[src/design/mraic_pkg.sv]
// shared types, constants and helpers for the column-major index converter
// no dependencies
package mraic_pkg;

	localparam int MAX_DIMS  = 4;
	localparam int DIM_BITS  = 16;
	localparam int POS_BITS  = 32;
	localparam int DIV_STEPS = POS_BITS;
	// signed accumulator wide enough for the exact mixed-radix sum
	localparam int ACC_BITS  = MAX_DIMS * DIM_BITS + 2;
	localparam int DIDX_BITS = $clog2(MAX_DIMS);
	localparam int CNT_BITS  = 3;
	localparam int CIDX_BITS = 3;

	// register indexes of the configuration port
	typedef enum logic [CIDX_BITS-1:0] {
		REG_DIM_COUNT  = 3'd0,
		REG_DIM_SIZE_0 = 3'd1,
		REG_DIM_SIZE_1 = 3'd2,
		REG_DIM_SIZE_2 = 3'd3,
		REG_DIM_SIZE_3 = 3'd4
	} reg_idx_t;

	// request types
	localparam logic REQ_POS2IDX = 1'b0;
	localparam logic REQ_IDX2POS = 1'b1;

	// work carried from cell to cell
	typedef struct packed {
		logic                                req_type;
		logic [POS_BITS-1:0]                 num;
		logic [DIM_BITS-1:0]                 rem;
		logic [MAX_DIMS-1:0][DIM_BITS-1:0]   idx_in;
		logic [MAX_DIMS-1:0][DIM_BITS-1:0]   idx_out;
		logic signed [ACC_BITS-1:0]          acc;
	} work_t;

	// zero extent behaves as one
	function automatic logic [DIM_BITS-1:0] extent(input logic [DIM_BITS-1:0] s);
		return (s == '0) ? DIM_BITS'(1) : s;
	endfunction

endpackage

[src/design/mraic_head.sv]
// segment join: stores the finished index of the previous dimension and
// takes one Horner step of the index to position sum; depends on mraic_pkg
module mraic_head (
	input  logic                            clk,
	input  logic                            arst_n,
	input  logic                            adv,
	input  logic                            v_in,
	input  mraic_pkg::work_t                p_in,
	input  logic [mraic_pkg::DIDX_BITS-1:0] hdim,
	input  logic                            hused,
	input  logic [mraic_pkg::DIM_BITS-1:0]  hext,
	input  logic [mraic_pkg::DIDX_BITS-1:0] wdim,
	input  logic                            wen,
	output logic                            v_q,
	output mraic_pkg::work_t                p_q
);
	import mraic_pkg::*;

	logic signed [ACC_BITS+DIM_BITS:0] prod;
	logic signed [DIM_BITS:0]          digit;
	work_t                             p_n;

	// horner step and index write-back
	always_comb begin
		prod  = p_in.acc * $signed({1'b0, hext});
		digit = (p_in.req_type == REQ_IDX2POS && hused)
			? $signed({1'b0, p_in.idx_in[hdim]}) - $signed((DIM_BITS+1)'(1))
			: '0;
		p_n     = p_in;
		p_n.acc = prod[ACC_BITS-1:0] + ACC_BITS'(digit);
		p_n.rem = '0;
		if (p_in.req_type == REQ_POS2IDX && wen) begin
			p_n.idx_out[wdim] = p_in.rem + DIM_BITS'(1);
		end
	end

	// valid flag
	always_ff @(posedge clk or negedge arst_n) begin
		if (!arst_n) begin
			v_q <= 1'b0;
		end else if (adv) begin
			v_q <= v_in;
		end
	end

	// payload
	always_ff @(posedge clk) begin
		if (adv) begin
			p_q <= p_n;
		end
	end
endmodule

[config.mk]
export PLATFORM = sky130hd
export DESIGN_NAME = mraic_head
export DESIGN_NICKNAME = d
export VERILOG_FILES = /design/src/design/mraic_pkg.sv /design/src/design/mraic_head.sv
export SDC_FILE = /design/constraint.sdc
export NUM_CORES = 2
export LEC_CHECK = 0
export BUFFER_PORTS_ARGS = -buffer_cell sky130_fd_sc_hd__clkbuf_2
export CAP_MARGIN = 5
export CORE_MARGIN = 4
export CORE_UTILIZATION = 55
export DETAILED_ROUTE_END_ITERATION = 10
export PLACE_DENSITY_LB_ADDON = 0.08
export SYNTH_ARGS = -nofsm -noshare
export SYNTH_HDL_FRONTEND = slang
export SYNTH_SLANG_ARGS = --single-unit
[constraint.sdc]
create_clock -name clk -period 0.8 [get_ports clk]
set_input_delay 0.08 -clock clk [delete_from_list [all_inputs] [get_ports clk]]
set_output_delay 0.08 -clock clk [all_outputs]
set_load 0.005 [all_outputs]
==> flow_metrics.py <==
metrics = {
    "timing": {
        "tns_ns": -428.83,
        "max_freq_ghz": 0.151,
        "fin_crit_sh": 8.30,
        "fin_crit_ns": 6.64,
        "finalHoldViolations": 14,
        "finalWorstSetupSlack_ns": -5.84,
        "skew_ns": 0,
        "setup_violations": 336,
        "rsz0062_at_grt": "true",
        "relSlewSlack": 0.672,
        "worstMarginPinSlew_ns": 0.488,
        "holdWs_ns": -0.0780,
        "slew_viol_final": 0,
    },
    "cts": {
        "cts_buffers": 27,
        "clock-root-buffer": "clkbuf_16",
        "cts.path.max_buffers": 3,
        "cts_tree": "yes",
        "clk_latency_ns": 0.60,
        "clkTransAtPathRegs_ns": 0.07,
        "clock-sinks": 228,
        "htree_levels": 1,
    },
    "run": {
        "cap_violations": 0,
    },
    "yosys": {
        "ys_types": 72,
        "synth_cells": 4138,
        "synth_top_area_frac": 0.431,
        "syn_avg_cell_area_um2": 9.46,
        "yosysSeqAreaShare": 0.175,
        "synth_edf_count": 227,
        "synth_area_leaders": "fa_1 (43%), edfxtp_1 (17%), inv_1 (10%)",
        "async_reset_ff_frac": 0.00439,
        "netlist_area_um2": 39200,
        "yosys_warnings": 0,
        "yosys.area.top_type": "fa_1",
        "ys_ff_latch": 228,
        "ys.flop_type": "edfxtp_1",
    },
    "final_layout": {
        "regArea_um2": 6840,
        "final_area_um2": 52700,
        "final_cells": 6259,
        "fillCellCount": 4940,
        "multi_input_area_um2": 29600,
        "most-common-layout-cells": "inv_1 (1015), fa_1 (826), nand2_1 (763)",
        "layout_commonest_cell": "inv_1",
        "syn2layout_area_growth_pct": 34.7,
        "drive_above_1_share": 0.290,
        "layout.nets": 6552,
    },
    "global_routing": {
        "grtUsageMet3": 0.0827,
        "grt_use_total": 0.344,
        "antenna_found_initial": 18,
        "grt_util_met1": 0.453,
        "grt_pass1_wl_mm": 198,
        "gr-total-overflow": 0,
        "grt_max_degree": 34,
        "grt-busiest-layer": "met2",
        "grt_pass1_vias": 35151,
        "met2_usage": 0.571,
    },
    "critical_path": {
        "max_stage_delay_ns": 0.57,
        "endpoint_kind": "register",
        "crit_required_ns": 1.14,
        "timing_worst_setup_path_type": "in -> reg",
        "critPathArrivalTime_ns": 6.97,
        "cp_common_cell": "fa_1",
        "critPathLaunchType": "input pin",
        "path_max_fanout": 6,
        "cpMaxStageDelayCell": "fa_1",
        "r2r_cells": 1,
    },
    "floorplanning": {
        "row_count": 97,
        "start_util": 0.557,
        "io_pins": 513,
        "die_area_um2": 75500,
        "fp.dieH_um": 275,
        "die_x_um": 275,
        "core_area_um2": 70300,
    },
    "outcome": {
        "outcome": "complete, but fails checks",
        "violations": "negative hold slack, negative setup slack",
    },
    "routing": {
        "totalWireLength_mm": 128,
        "viasPerCell": 5.23,
        "drt-initial-drc-count": 2245,
        "drc": 0,
        "dr.pass1.iters": 5,
        "routedWlPerCell_um": 20.5,
        "dr_total_vias": 32706,
        "ant_nets": 0,
    },
    "placed_design": {
        "hpwl_mm": 104,
        "globalplace.congestion": 0.968,
        "dp_cells": 6004,
        "placed_cell_area_um2": 48300,
        "port_buffers": 496,
    },
    "hold_path": {
        "hp-class": "in -> reg",
        "hold_depth": 2,
    },
}
[per-stage QoR]
step           utilization  setup WS [ns]
4_1_cts              0.741          -5.66
2_1_floorplan            -          -6.24
3_5_place_dp         0.687          -6.52
3_3_place_gp         0.687          -6.42
5_1_grt              0.751          -6.05
6_report             0.751          -5.84
[cell families after synthesis]
family | share of synthesized area
buffers and inverters | 0.124
and+or+nand+nor | 0.143
adders and majority gates | 0.480
AOI/OAI and AO/OA | 0.0411
DFF | 0.175
xor gates and xnor gates | 0.0257
muxes | 0.0117
other | 0.0000958
[routing by layer]
metal / routed length, um / up-vias
met2: 61700 / 1431
met1: 49600 / 16594
li1: - / 14360
met4: 5250 / 4
met3: 11600 / 317
met5: 28 / -
[critical path: cells and delay by family]
kind / cells / cell delay (ns)
fa+ha+maj: 6 / 2.91
buf+inv: 11 / 1.24
compound gates: 5 / 1.06
simple gates: 7 / 0.97
mux: 1 / 0.44
xor+xnor: 2 / 0.27
[synthesized netlist by cell type (5+ instances only)]
cell type and instances:
nand2_1 785, a21o_1 28, buf_4 16, nand2b_1 10, o21a_1 5, buf_2 10, mux2_2 5, o21bai_1 11
xnor2_1 75, ha_1 153, o21ai_0 42, nor2b_1 5, nor2_1 91, nand4_1 18, and2_1 261, mux4_2 16
edfxtp_1 227, fa_1 844, buf_1 6, a31oi_1 16, a21oi_1 121, o21ai_1 17, xor2_1 38, inv_1 1044
and3_1 12, clkbuf_1 189, nand3_1 23, nor3_1 5
[what timing repair did]
action,CTS,global route
endpoints found under the hold margin,175,9
pin swaps,87,99
hold buffers,167,1
setup endpoints to repair,316,362
resized for setup,212,125
setup buffers,20,31
[path summary, 6_finish.rpt]
kind | start | end | slack, ns
worst max-delay path | hdim[0] | p_q[25] | -5.84
worst min-delay path | adv | p_q[51] | -0.08
worst max register to register | v_q | v_q | 0.06
worst min register to register | v_q | v_q | 0.52
max in group asynchronous | arst_n | v_q | 0.40
min in group asynchronous | arst_n | v_q | 0.30
[state kept, by name, summed over array words and instances (netlist names)]
name	flops
p_q	227
v_q	1
[final cells by class]
cell class                 count  area share
antenna                       13    0.000617
sequential                   228       0.130
tap                          940      0.0223
timing repair buffer        1327       0.195
clock inverter                21     0.00380
clock buffer                  28      0.0129
inverter                    1044      0.0743
multi-input combinational   2658       0.562
Power is not shown: default switching activity piles up to over one toggle a cycle in this logic, so the estimate is an artifact.
