$ cat src/design/mraic_pkg.sv
// shared types, constants and helpers for the column-major index converter
// no dependencies
package mraic_pkg;

	localparam int MAX_DIMS  = 4;
	localparam int DIM_BITS  = 16;
	localparam int POS_BITS  = 32;
	localparam int DIV_STEPS = POS_BITS;
	// signed accumulator wide enough for the exact mixed-radix sum
	localparam int ACC_BITS  = MAX_DIMS * DIM_BITS + 2;
	localparam int DIDX_BITS = $clog2(MAX_DIMS);
	localparam int CNT_BITS  = 3;
	localparam int CIDX_BITS = 3;

	// register indexes of the configuration port
	typedef enum logic [CIDX_BITS-1:0] {
		REG_DIM_COUNT  = 3'd0,
		REG_DIM_SIZE_0 = 3'd1,
		REG_DIM_SIZE_1 = 3'd2,
		REG_DIM_SIZE_2 = 3'd3,
		REG_DIM_SIZE_3 = 3'd4
	} reg_idx_t;

	// request types
	localparam logic REQ_POS2IDX = 1'b0;
	localparam logic REQ_IDX2POS = 1'b1;

	// work carried from cell to cell
	typedef struct packed {
		logic                                req_type;
		logic [POS_BITS-1:0]                 num;
		logic [DIM_BITS-1:0]                 rem;
		logic [MAX_DIMS-1:0][DIM_BITS-1:0]   idx_in;
		logic [MAX_DIMS-1:0][DIM_BITS-1:0]   idx_out;
		logic signed [ACC_BITS-1:0]          acc;
	} work_t;

	// zero extent behaves as one
	function automatic logic [DIM_BITS-1:0] extent(input logic [DIM_BITS-1:0] s);
		return (s == '0) ? DIM_BITS'(1) : s;
	endfunction

endpackage

$ cat src/design/mraic_cell.sv
// one restoring division step: shifts one quotient bit into the working word
// depends on mraic_pkg
module mraic_cell (
	input  logic                         clk,
	input  logic                         arst_n,
	input  logic                         adv,
	input  logic                         v_in,
	input  mraic_pkg::work_t             p_in,
	input  logic [mraic_pkg::DIM_BITS-1:0] divisor,
	output logic                         v_q,
	output mraic_pkg::work_t             p_q
);
	import mraic_pkg::*;

	logic [DIM_BITS:0] trial;
	logic              ge;
	work_t             p_n;

	// compare and subtract
	always_comb begin
		trial = {p_in.rem, p_in.num[POS_BITS-1]};
		ge    = trial >= {1'b0, divisor};
		p_n   = p_in;
		p_n.rem = ge ? DIM_BITS'(trial - {1'b0, divisor}) : trial[DIM_BITS-1:0];
		p_n.num = {p_in.num[POS_BITS-2:0], ge};
	end

	// valid flag
	always_ff @(posedge clk or negedge arst_n) begin
		if (!arst_n) begin
			v_q <= 1'b0;
		end else if (adv) begin
			v_q <= v_in;
		end
	end

	// payload
	always_ff @(posedge clk) begin
		if (adv) begin
			p_q <= p_n;
		end
	end
endmodule

$ cat config.mk
export PLATFORM = sky130hd
export DESIGN_NAME = mraic_cell
export DESIGN_NICKNAME = d
export VERILOG_FILES = /design/src/design/mraic_pkg.sv /design/src/design/mraic_cell.sv
export SDC_FILE = /design/constraint.sdc
export NUM_CORES = 1
export LEC_CHECK = 0
export BUFFER_PORTS_ARGS = -buffer_cell sky130_fd_sc_hd__buf_2
export CORE_AREA = 2 2 197 199
export CTS_CLUSTER_SIZE = 25
export DETAILED_ROUTE_END_ITERATION = 12
export DIE_AREA = 0 0 199 201
export GPL_ROUTABILITY_DRIVEN = 0
export PLACE_DENSITY = 0.52
export SKIP_CTS_REPAIR_TIMING = 1
export SYNTH_ARGS = -nofsm -noshare
export SYNTH_HDL_FRONTEND = slang
export SYNTH_SLANG_ARGS = --single-unit
$ cat constraint.sdc
create_clock -name clk -period 0.81 [get_ports clk]
set_clock_uncertainty 0.1 [all_clocks]
set_input_delay 0.162 -clock clk [delete_from_list [all_inputs] [get_ports clk]]
set_output_delay 0.162 -clock clk [all_outputs]
set_load 0.05 [all_outputs]
==> results of run 1 <==
-- layer usage --
| layer | wire length [um] | up-vias | track usage |
|---|---|---|---|
| met4 | 527 | 0 | 0.0299 |
| met3 | 2110 | 42 | 0.0437 |
| met5 | 0 | - | 0 |
| met2 | 16900 | 293 | 0.227 |
| met1 | 12700 | 3449 | 0.150 |
| li1 | - | 3258 | - |
-- registers in the layout, indices dropped and copies added, names as in the netlist --
name / count
v_q: 1
p_q: 243
-- worst max-delay path by stage --
stage | start | end | cells past startpoint
global placement | divisor[1] | p_q[197]$_DFFE_PP_ | 10
CTS | divisor[1] | p_q[197]$_DFFE_PP_ | 10
global route | divisor[1] | p_q[201]$_DFFE_PP_ | 10
detailed placement | divisor[10] | p_q[202]$_DFFE_PP_ | 10
finish | divisor[1] | p_q[206]$_DFFE_PP_ | 10
floorplan | divisor[10] | p_q[202]$_DFFE_PP_ | 10
-- where the power goes --
group / switching (mW) / internal, mW
Combinational: 5.66 / 4.41
Clock: 5.00 / 6.83
Sequential: 0.607 / 15.2
Total: 11.3 / 26.4
-- placed cells by master, fill, tap and decap left out, types with 5 or more instances in the layout --
| cell | count |
|---|---|
| buf_2 | 256 |
| edfxtp_1 | 243 |
| dlygate4sd3_1 | 230 |
| buf_6 | 211 |
| buf_4 | 57 |
| buf_12 | 48 |
| clkbuf_16 | 29 |
| inv_1 | 16 |
| mux2_4 | 13 |
| ha_4 | 10 |
| o21ai_0 | 9 |
| a21oi_1 | 8 |
| nor2_1 | 7 |
| o21a_1 | 6 |
| nand2_1 | 6 |
| ha_1 | 6 |
| clkinv_1 | 6 |
| clkbuf_1 | 6 |
| diode_2 | 5 |
-- stage by stage --
step / setup WS, ns / setup TNS [ns] / instance area, um2 / power, mW / cells
CTS: -1.19 / -168.54 / 13900 / 35.6 / 1535
detailed placement: -1.77 / -96.11 / 13000 / 23.6 / 1485
global route: -1.18 / -166.65 / 17700 / 39.0 / 1772
floorplan: -1.70 / -39.83 / 8670 / 20.3 / 402
global placement: -1.73 / -95.77 / 13000 / 23.6 / 1485
finish: -1.14 / -153.63 / 17700 / 37.7 / 1774
-- kinds of logic (layout without fill, tap and decap cells) --
logic type                 after synthesis  count (layout)
other                                    0               5
and+or+nand+nor                         34              34
AOI/OAI and AO/OA                       52              52
muxes                                   19              19
buffers and inverters                   28             877
xor gates and xnor gates                 8               8
adders and majority gates               17              17
DFF                                    244             244
-- critical path, stage by stage --
cell and delay [ns]:
buf_8 0.10, inv_4 0.04, ha_4 0.19, nor2b_4 0.12
o31a_1 0.29, o31ai_4 0.25, a211oi_2 0.12, a2111oi_4 0.34
buf_6 0.21, mux2_4 0.31
-- final cells by class --
type,count,area (um2),area share
multi-input combinational,130,1350,0.0763
sequential,244,7320,0.415
clock buffer,35,748,0.0424
tap,518,648,0.0367
antenna,5,12.5,0.000708
timing repair buffer,804,7380,0.418
clock inverter,15,105,0.00595
inverter,23,104,0.00588
==> impl_metrics.toml, run 1 <==
[run_status]
status = "finished with violations"
violations = "negative hold slack, negative setup slack"

[route]
drc = 0
detail_route.first_pass.iterations = 4
dr.first_iter.drc_count = 250
ant_nets = 0
wirelength_um = 32200
dr_total_vias = 7042
wire_per_inst_um = 18.1
viasPerCell = 3.97

[layout]
nets = 1511
fin_util = 0.464
area_growth_pct = 106
drive_gt1_frac = 0.532
fillers = 3243

[logic_synthesis]
ys_seq_area_frac = 0.855
yosys.area_share.simple = 0.0216
yosysMostFrequentCell = "edfxtp_1"
postSynthCellCount = 402
syn_area_per_cell_um2 = 21.3
synth_xor_area_frac = 0.00818
yosys_most_used_dff = "edfxtp_1"
syn_area_mm2 = 0.00856
ys_ff_latch = 244
ys_types = 49
yosys.area.top_type = "edfxtp_1"
synth_edf_count = 243
synth_compound_area_frac = 0.0489
syn_nets = 682
synth_top_family_by_area = "compound AO/OA/AOI/OAI gates"
yosysWarnings = 0
yosys.area_share.adder = 0.0257
yosys-mux-area-fraction = 0.0270
synth_common_cells = "edfxtp_1 (243), inv_1 (23), ha_1 (16)"
yosys-top-cells-area = "edfxtp_1 (85%), ha_1 (2.3%), mux2_2 (1.2%)"
synth_top_area_frac = 0.852
async_flop_share = 0.00410

[cts]
clk_latency_ns = 0.54
h-tree-depth = 1
cts_tree = "done"
cts_sinks = 244
clkTransAtPathRegs_ns = 0.06
clock_path_buffers = 3
cts_buffers = 28
cts_root_buffer = "clkbuf_16"

[pwr]
p_per_area_mw_per_mm2 = 2130
vdd_drop_max_mv = 1.44
power_leakage_nw = 7.41

[sta]
holdWs_ns = -0.162
fmax_mhz = 513
hold_viol = 13
tightest_slew_ns = 0.447
slew_violations = 0
setup-violations-final = 263
finalCritPeriodShare = 2.41
setup_slack_ns = -1.14
fin_crit_ns = 1.95
relSlewSlack = 0.698
rsz0062_at_grt = "true"

[floorplanning]
die-area_mm2 = 0.0400
chipWidth_um = 199
coreArea_mm2 = 0.0381
io_pins = 507
row_count = 72
die_h_um = 201
initial_core_util = 0.225

[worst_setup_path]
r2r-start = "v_q$_DFFE_PN0P_"
critPathMaxFanout = 6
crit_path_start_kind = "primary input"
worstSetupEndpointType = "flop"
rr_endpoint = "v_q$_DFFE_PN0P_"
critPathKind = "in -> reg"
ff2ff_setup_slack_ns = -0.06
r2r_cells = 1
cp.required_ns = 1.00
critical_path_arrival_ns = 2.14

[worst_hold_path]
hold_path_startpoint = "p_in[199]"
hold_class = "in -> reg"
min_path_cells = 2
hold_end = "p_q[200]$_DFFE_PP_"

[global_route]
grt_pass1_wl_um = 38300
overflow = 0
grt_pass1_vias = 6123
antenna_found_initial = 5
track_usage = 0.129
grt_max_degree = 49

[placed_design]
dp_hpwl_um = 21300
port-buffer-count = 506

[run]
maxCapViolCount = 0
Power figures use the tool's default switching activity.
==> inputs of run 2 (changes only) <==
- GPL_TIMING_DRIVEN: unset -> 0
==> impl_metrics.toml, run 2 (synthesis results as in run 1) <==
[layout]
top_register = "p_q"
drive_gt1_frac = 0.511
largest_reg_flops = 243
nets = 1470
final_common_cell = "buf_2"
fin_area_mm2 = 0.0171
final_cell_mix = "buf_2 (258), buf_6 (249), edfxtp_1 (243)"
area_growth_pct = 99.2
fin_util = 0.448
largestRegisters = "p_q: 243 flops, v_q: 1 flops"

[cts]
cts_sinks = 244
cts_tree = "done"
h-tree-depth = 1
cts_root_buffer = "clkbuf_16"
clkTransAtPathRegs_ns = 0.06
clock_path_buffers = 3
cts_buffers = 28
clk_latency_ns = 0.54

[global_route]
antenna_found_initial = 2
overflow = 0
track_usage = 0.125
grt_max_degree = 118
grt_pass1_vias = 5905
grt_pass1_wl_um = 37000

[worst_hold_path]
hold_class = "in -> reg"
hold_end = "p_q[200]$_DFFE_PP_"
hold_path_startpoint = "p_in[199]"
min_path_cells = 2

[worst_setup_path]
cp.required_ns = 1.00
r2r-start = "v_q$_DFFE_PN0P_"
rr_endpoint = "v_q$_DFFE_PN0P_"
critical_path_arrival_ns = 2.38
worstSetupEndpointType = "flop"
r2r_cells = 1
critPathMaxFanout = 8
ff2ff_setup_slack_ns = -0.08
crit_path_start_kind = "primary input"
critPathKind = "in -> reg"

[pwr]
power_leakage_nw = 7.11
vdd_drop_max_mv = 1.22
p_per_area_mw_per_mm2 = 2240
power_mw = 38.1

[sta]
fin_crit_ns = 2.19
hold_viol = 38
slew_violations = 0
fmax_mhz = 456
setup-violations-final = 262
tightest_slew_ns = 0.471
rsz0062_at_grt = "true"
setup_slack_ns = -1.38
holdWs_ns = -0.164
finalCritPeriodShare = 2.71
relSlewSlack = 0.684

[placed_design]
placed_area_mm2 = 0.0119
dp_hpwl_um = 20700
port-buffer-count = 506

[floorplanning]
die-area_mm2 = 0.0400
die_h_um = 201
row_count = 72
initial_core_util = 0.225
io_pins = 507
coreArea_mm2 = 0.0381
chipWidth_um = 199

[route]
viasPerCell = 3.99
ant_nets = 0
detail_route.first_pass.iterations = 4
drc = 0
dr.first_iter.drc_count = 255
wire_per_inst_um = 18.6
wirelength_um = 32200
dr_total_vias = 6909

[run_status]
status = "finished with violations"
violations = "negative hold slack, negative setup slack"

[run]
maxCapViolCount = 0
[run 2: cell count changes in the layout (fill, tap and decap cells not counted), moves of 4 or more]
cell       delta
mux2_2        +4
buf_12       -46
ha_4          -4
clkbuf_16     +5
buf_4        -44
mux2_4        -4
buf_6        +38
[run 2: stage by stage]
stage	instances	setup slack [ns]	TNS [ns]
final	1731	-1.38	-156.32
after CTS	1479	-1.62	-237.00
after floorplan	402	-1.70	-39.83
after detailed placement	1428	-2.20	-228.99
after global routing	1731	-1.44	-169.81
after global placement	1426	-4.21	-1013.98
[run 2: worst max-delay path by stage]
stage	startpoint	end	slack [ns]	cells past startpoint
6_report	divisor[6]	p_q[207]$_DFFE_PP_	-1.38	11
5_1_grt	divisor[6]	p_q[207]$_DFFE_PP_	-1.44	11
4_1_cts	divisor[10]	p_q[203]$_DFFE_PP_	-1.62	11
3_5_place_dp	divisor[10]	p_q[203]$_DFFE_PP_	-2.20	11
3_3_place_gp	adv	v_q$_DFFE_PN0P_	-4.21	2
2_1_floorplan	divisor[10]	p_q[202]$_DFFE_PP_	-1.70	10
[run 2: worst max-delay path, cell delays in order]
cell and delay (ns):
buf_6 0.07, inv_4 0.03, ha_4 0.25, a211oi_4 0.28
o211ai_2 0.13, a221oi_4 0.31, a211oi_2 0.13, a2111oi_4 0.38
buf_6 0.19, buf_12 0.14, mux2_4 0.30
[run 2: per-layer routing]
| metal | part of all wire | global-route usage | up-vias |
|---|---|---|---|
| li1 | - | - | 3180 |
| met5 | 0 | 0 | - |
| met1 | 0.40 | 0.145 | 3356 |
| met3 | 0.065 | 0.0408 | 64 |
| met2 | 0.50 | 0.220 | 309 |
| met4 | 0.030 | 0.0330 | 0 |
[run 2: area by class of cell]
class,count,area [um2]
buffer,4,48.8
sequential,244,7320
antenna,2,5.00
timing repair buffer,759,6710
multi-input combinational,130,1270
clock buffer,31,733
fill,3338,21100
clock inverter,20,215
tap,518,648
inverter,23,101
[run 2: report_power, final]
part           leakage, nW  internal [mW]  total (mW)  switching, mW
Sequential            2.39           15.1        15.7          0.526
Combinational         4.27           3.88        9.46           5.58
Clock                0.455           7.79        13.0           5.23
Total                 7.11           26.8        38.1           11.3
==> inputs of run 3 (changes only) <==
- CTS_BUF_LIST: unset -> sky130_fd_sc_hd__clkbuf_16
- HOLD_SLACK_MARGIN: unset -> 0.05
==> impl_metrics.toml, run 3 (synthesis results as in run 1) <==
[layout]
nets = 1470
fillers = 3338
largestRegisters = "p_q: 243 flops, v_q: 1 flops"
multi_input_area_mm2 = 0.00127
top_register = "p_q"
drive_gt1_frac = 0.511
largest_reg_flops = 243
area_growth_pct = 99.2
regArea_mm2 = 0.00732
final_cell_mix = "buf_2 (258), buf_6 (249), edfxtp_1 (243)"
final_common_cell = "buf_2"

[sta]
setup_slack_ns = -1.38
tightest_slew_ns = 0.471
fin_crit_ns = 2.19
setup-violations-final = 262
rsz0062_at_grt = "true"
fmax_mhz = 456
slew_violations = 0
holdWs_ns = -0.164
relSlewSlack = 0.684
hold_viol = 38
finalCritPeriodShare = 2.71

[floorplanning]
coreArea_mm2 = 0.0381
row_count = 72
die-area_mm2 = 0.0400
io_pins = 507
initial_core_util = 0.225
die_h_um = 201
chipWidth_um = 199

[route]
viasPerCell = 3.99
detail_route.first_pass.iterations = 4
drc = 0
wirelength_um = 32100
ant_nets = 0
wire_per_inst_um = 18.6
dr_total_vias = 6907
dr.first_iter.drc_count = 249

[cts]
clock_path_buffers = 3
clk_latency_ns = 0.54
clkTransAtPathRegs_ns = 0.06
cts_root_buffer = "clkbuf_16"
cts_sinks = 244
cts_tree = "done"
h-tree-depth = 1
cts_buffers = 28

[worst_setup_path]
crit_path_start_kind = "primary input"
critPathMaxFanout = 8
r2r_cells = 1
cpMostUsedCell = "buf_6"
critPathSlowestCell = "a2111oi_4"
critical_path_arrival_ns = 2.38
r2r-start = "v_q$_DFFE_PN0P_"
worstSetupEndpointType = "flop"
startpoint = "divisor[6]"
crit_chain = "buf_6 > inv_4 > ha_4 > a211oi_4 > o211ai_2 > a221oi_4 > a211oi_2 > a2111oi_4 > buf_6 > buf_12 > mux2_4"
ff2ff_setup_slack_ns = -0.08
rr_endpoint = "v_q$_DFFE_PN0P_"
worstSetupEndpoint = "p_q[207]$_DFFE_PP_"
worst_path_largest_cell_delay_ns = 0.38
cp.required_ns = 1.00
critPathKind = "in -> reg"

[global_route]
antenna_found_initial = 2
grt_max_degree = 118
grt_pass1_wl_um = 37000
track_usage = 0.125
grt_pass1_vias = 5905
overflow = 0

[worst_hold_path]
hold_class = "in -> reg"
hold_path_startpoint = "p_in[199]"

[placed_design]
place_ws_ns = -2.20
dp_hpwl_um = 20700
port-buffer-count = 506

[run_status]
violations = "negative hold slack, negative setup slack"
status = "finished with violations"

[run]
maxCapViolCount = 0

[pwr]
vdd_drop_max_mv = 1.22
power_leakage_nw = 7.12
p_per_area_mw_per_mm2 = 2240
run 3: area by class of cell:
| type | instances | share of cell area |
|---|---|---|
| Buffer | 4 | 0.00286 |
| Clock inverter | 22 | 0.0131 |
| Timing Repair Buffer | 759 | 0.393 |
| Clock buffer | 29 | 0.0425 |
| Sequential cell | 244 | 0.429 |
| Tap cell | 518 | 0.0380 |
| Multi-Input combinational cell | 130 | 0.0746 |
| Antenna cell | 2 | 0.000293 |
| Inverter | 23 | 0.00594 |
run 3: worst min path at each step:
stage / slack (ns) / cells past startpoint / to
floorplan: -0.23 / 0 / v_q$_DFFE_PN0P_
global placement: -0.14 / 1 / v_q$_DFFE_PN0P_
detailed placement: -0.14 / 1 / v_q$_DFFE_PN0P_
CTS: -0.73 / 1 / v_q$_DFFE_PN0P_
global route: -0.19 / 2 / p_q[200]$_DFFE_PP_
finish: -0.16 / 2 / p_q[200]$_DFFE_PP_
run 3: critical path: cells and delay by family:
kind | cells | cell delay (ns)
AOI/OAI and AO/OA | 5 | 1.23
buffers and inverters | 4 | 0.43
muxes | 1 | 0.30
adders and majority gates | 1 | 0.25
run 3: report_power, final:
group	leakage [nW]	internal [mW]	total (mW)	switching [mW]
clock	0.463	7.77	13.0	5.23
sequential	2.39	15.1	15.7	0.526
combinational	4.27	3.88	9.45	5.58
run 3: per-layer routing:
| metal | GRT usage | wire [um] |
|---|---|---|
| met5 | 0 | 0 |
| met4 | 0.0330 | 959 |
| met3 | 0.0408 | 2110 |
| met2 | 0.220 | 16200 |
| met1 | 0.145 | 12900 |
run 3: through the flow:
step	cell area (um2)	util	total power, mW	instances	TNS, ns
2_1_floorplan	8670	-	20.3	402	-39.83
3_3_place_gp	11900	0.311	22.6	1426	-1013.98
3_5_place_dp	11900	0.313	22.6	1428	-228.99
4_1_cts	12900	0.338	35.8	1479	-237.00
5_1_grt	17100	0.448	39.4	1731	-169.81
6_report	17100	0.448	38.1	1731	-156.28
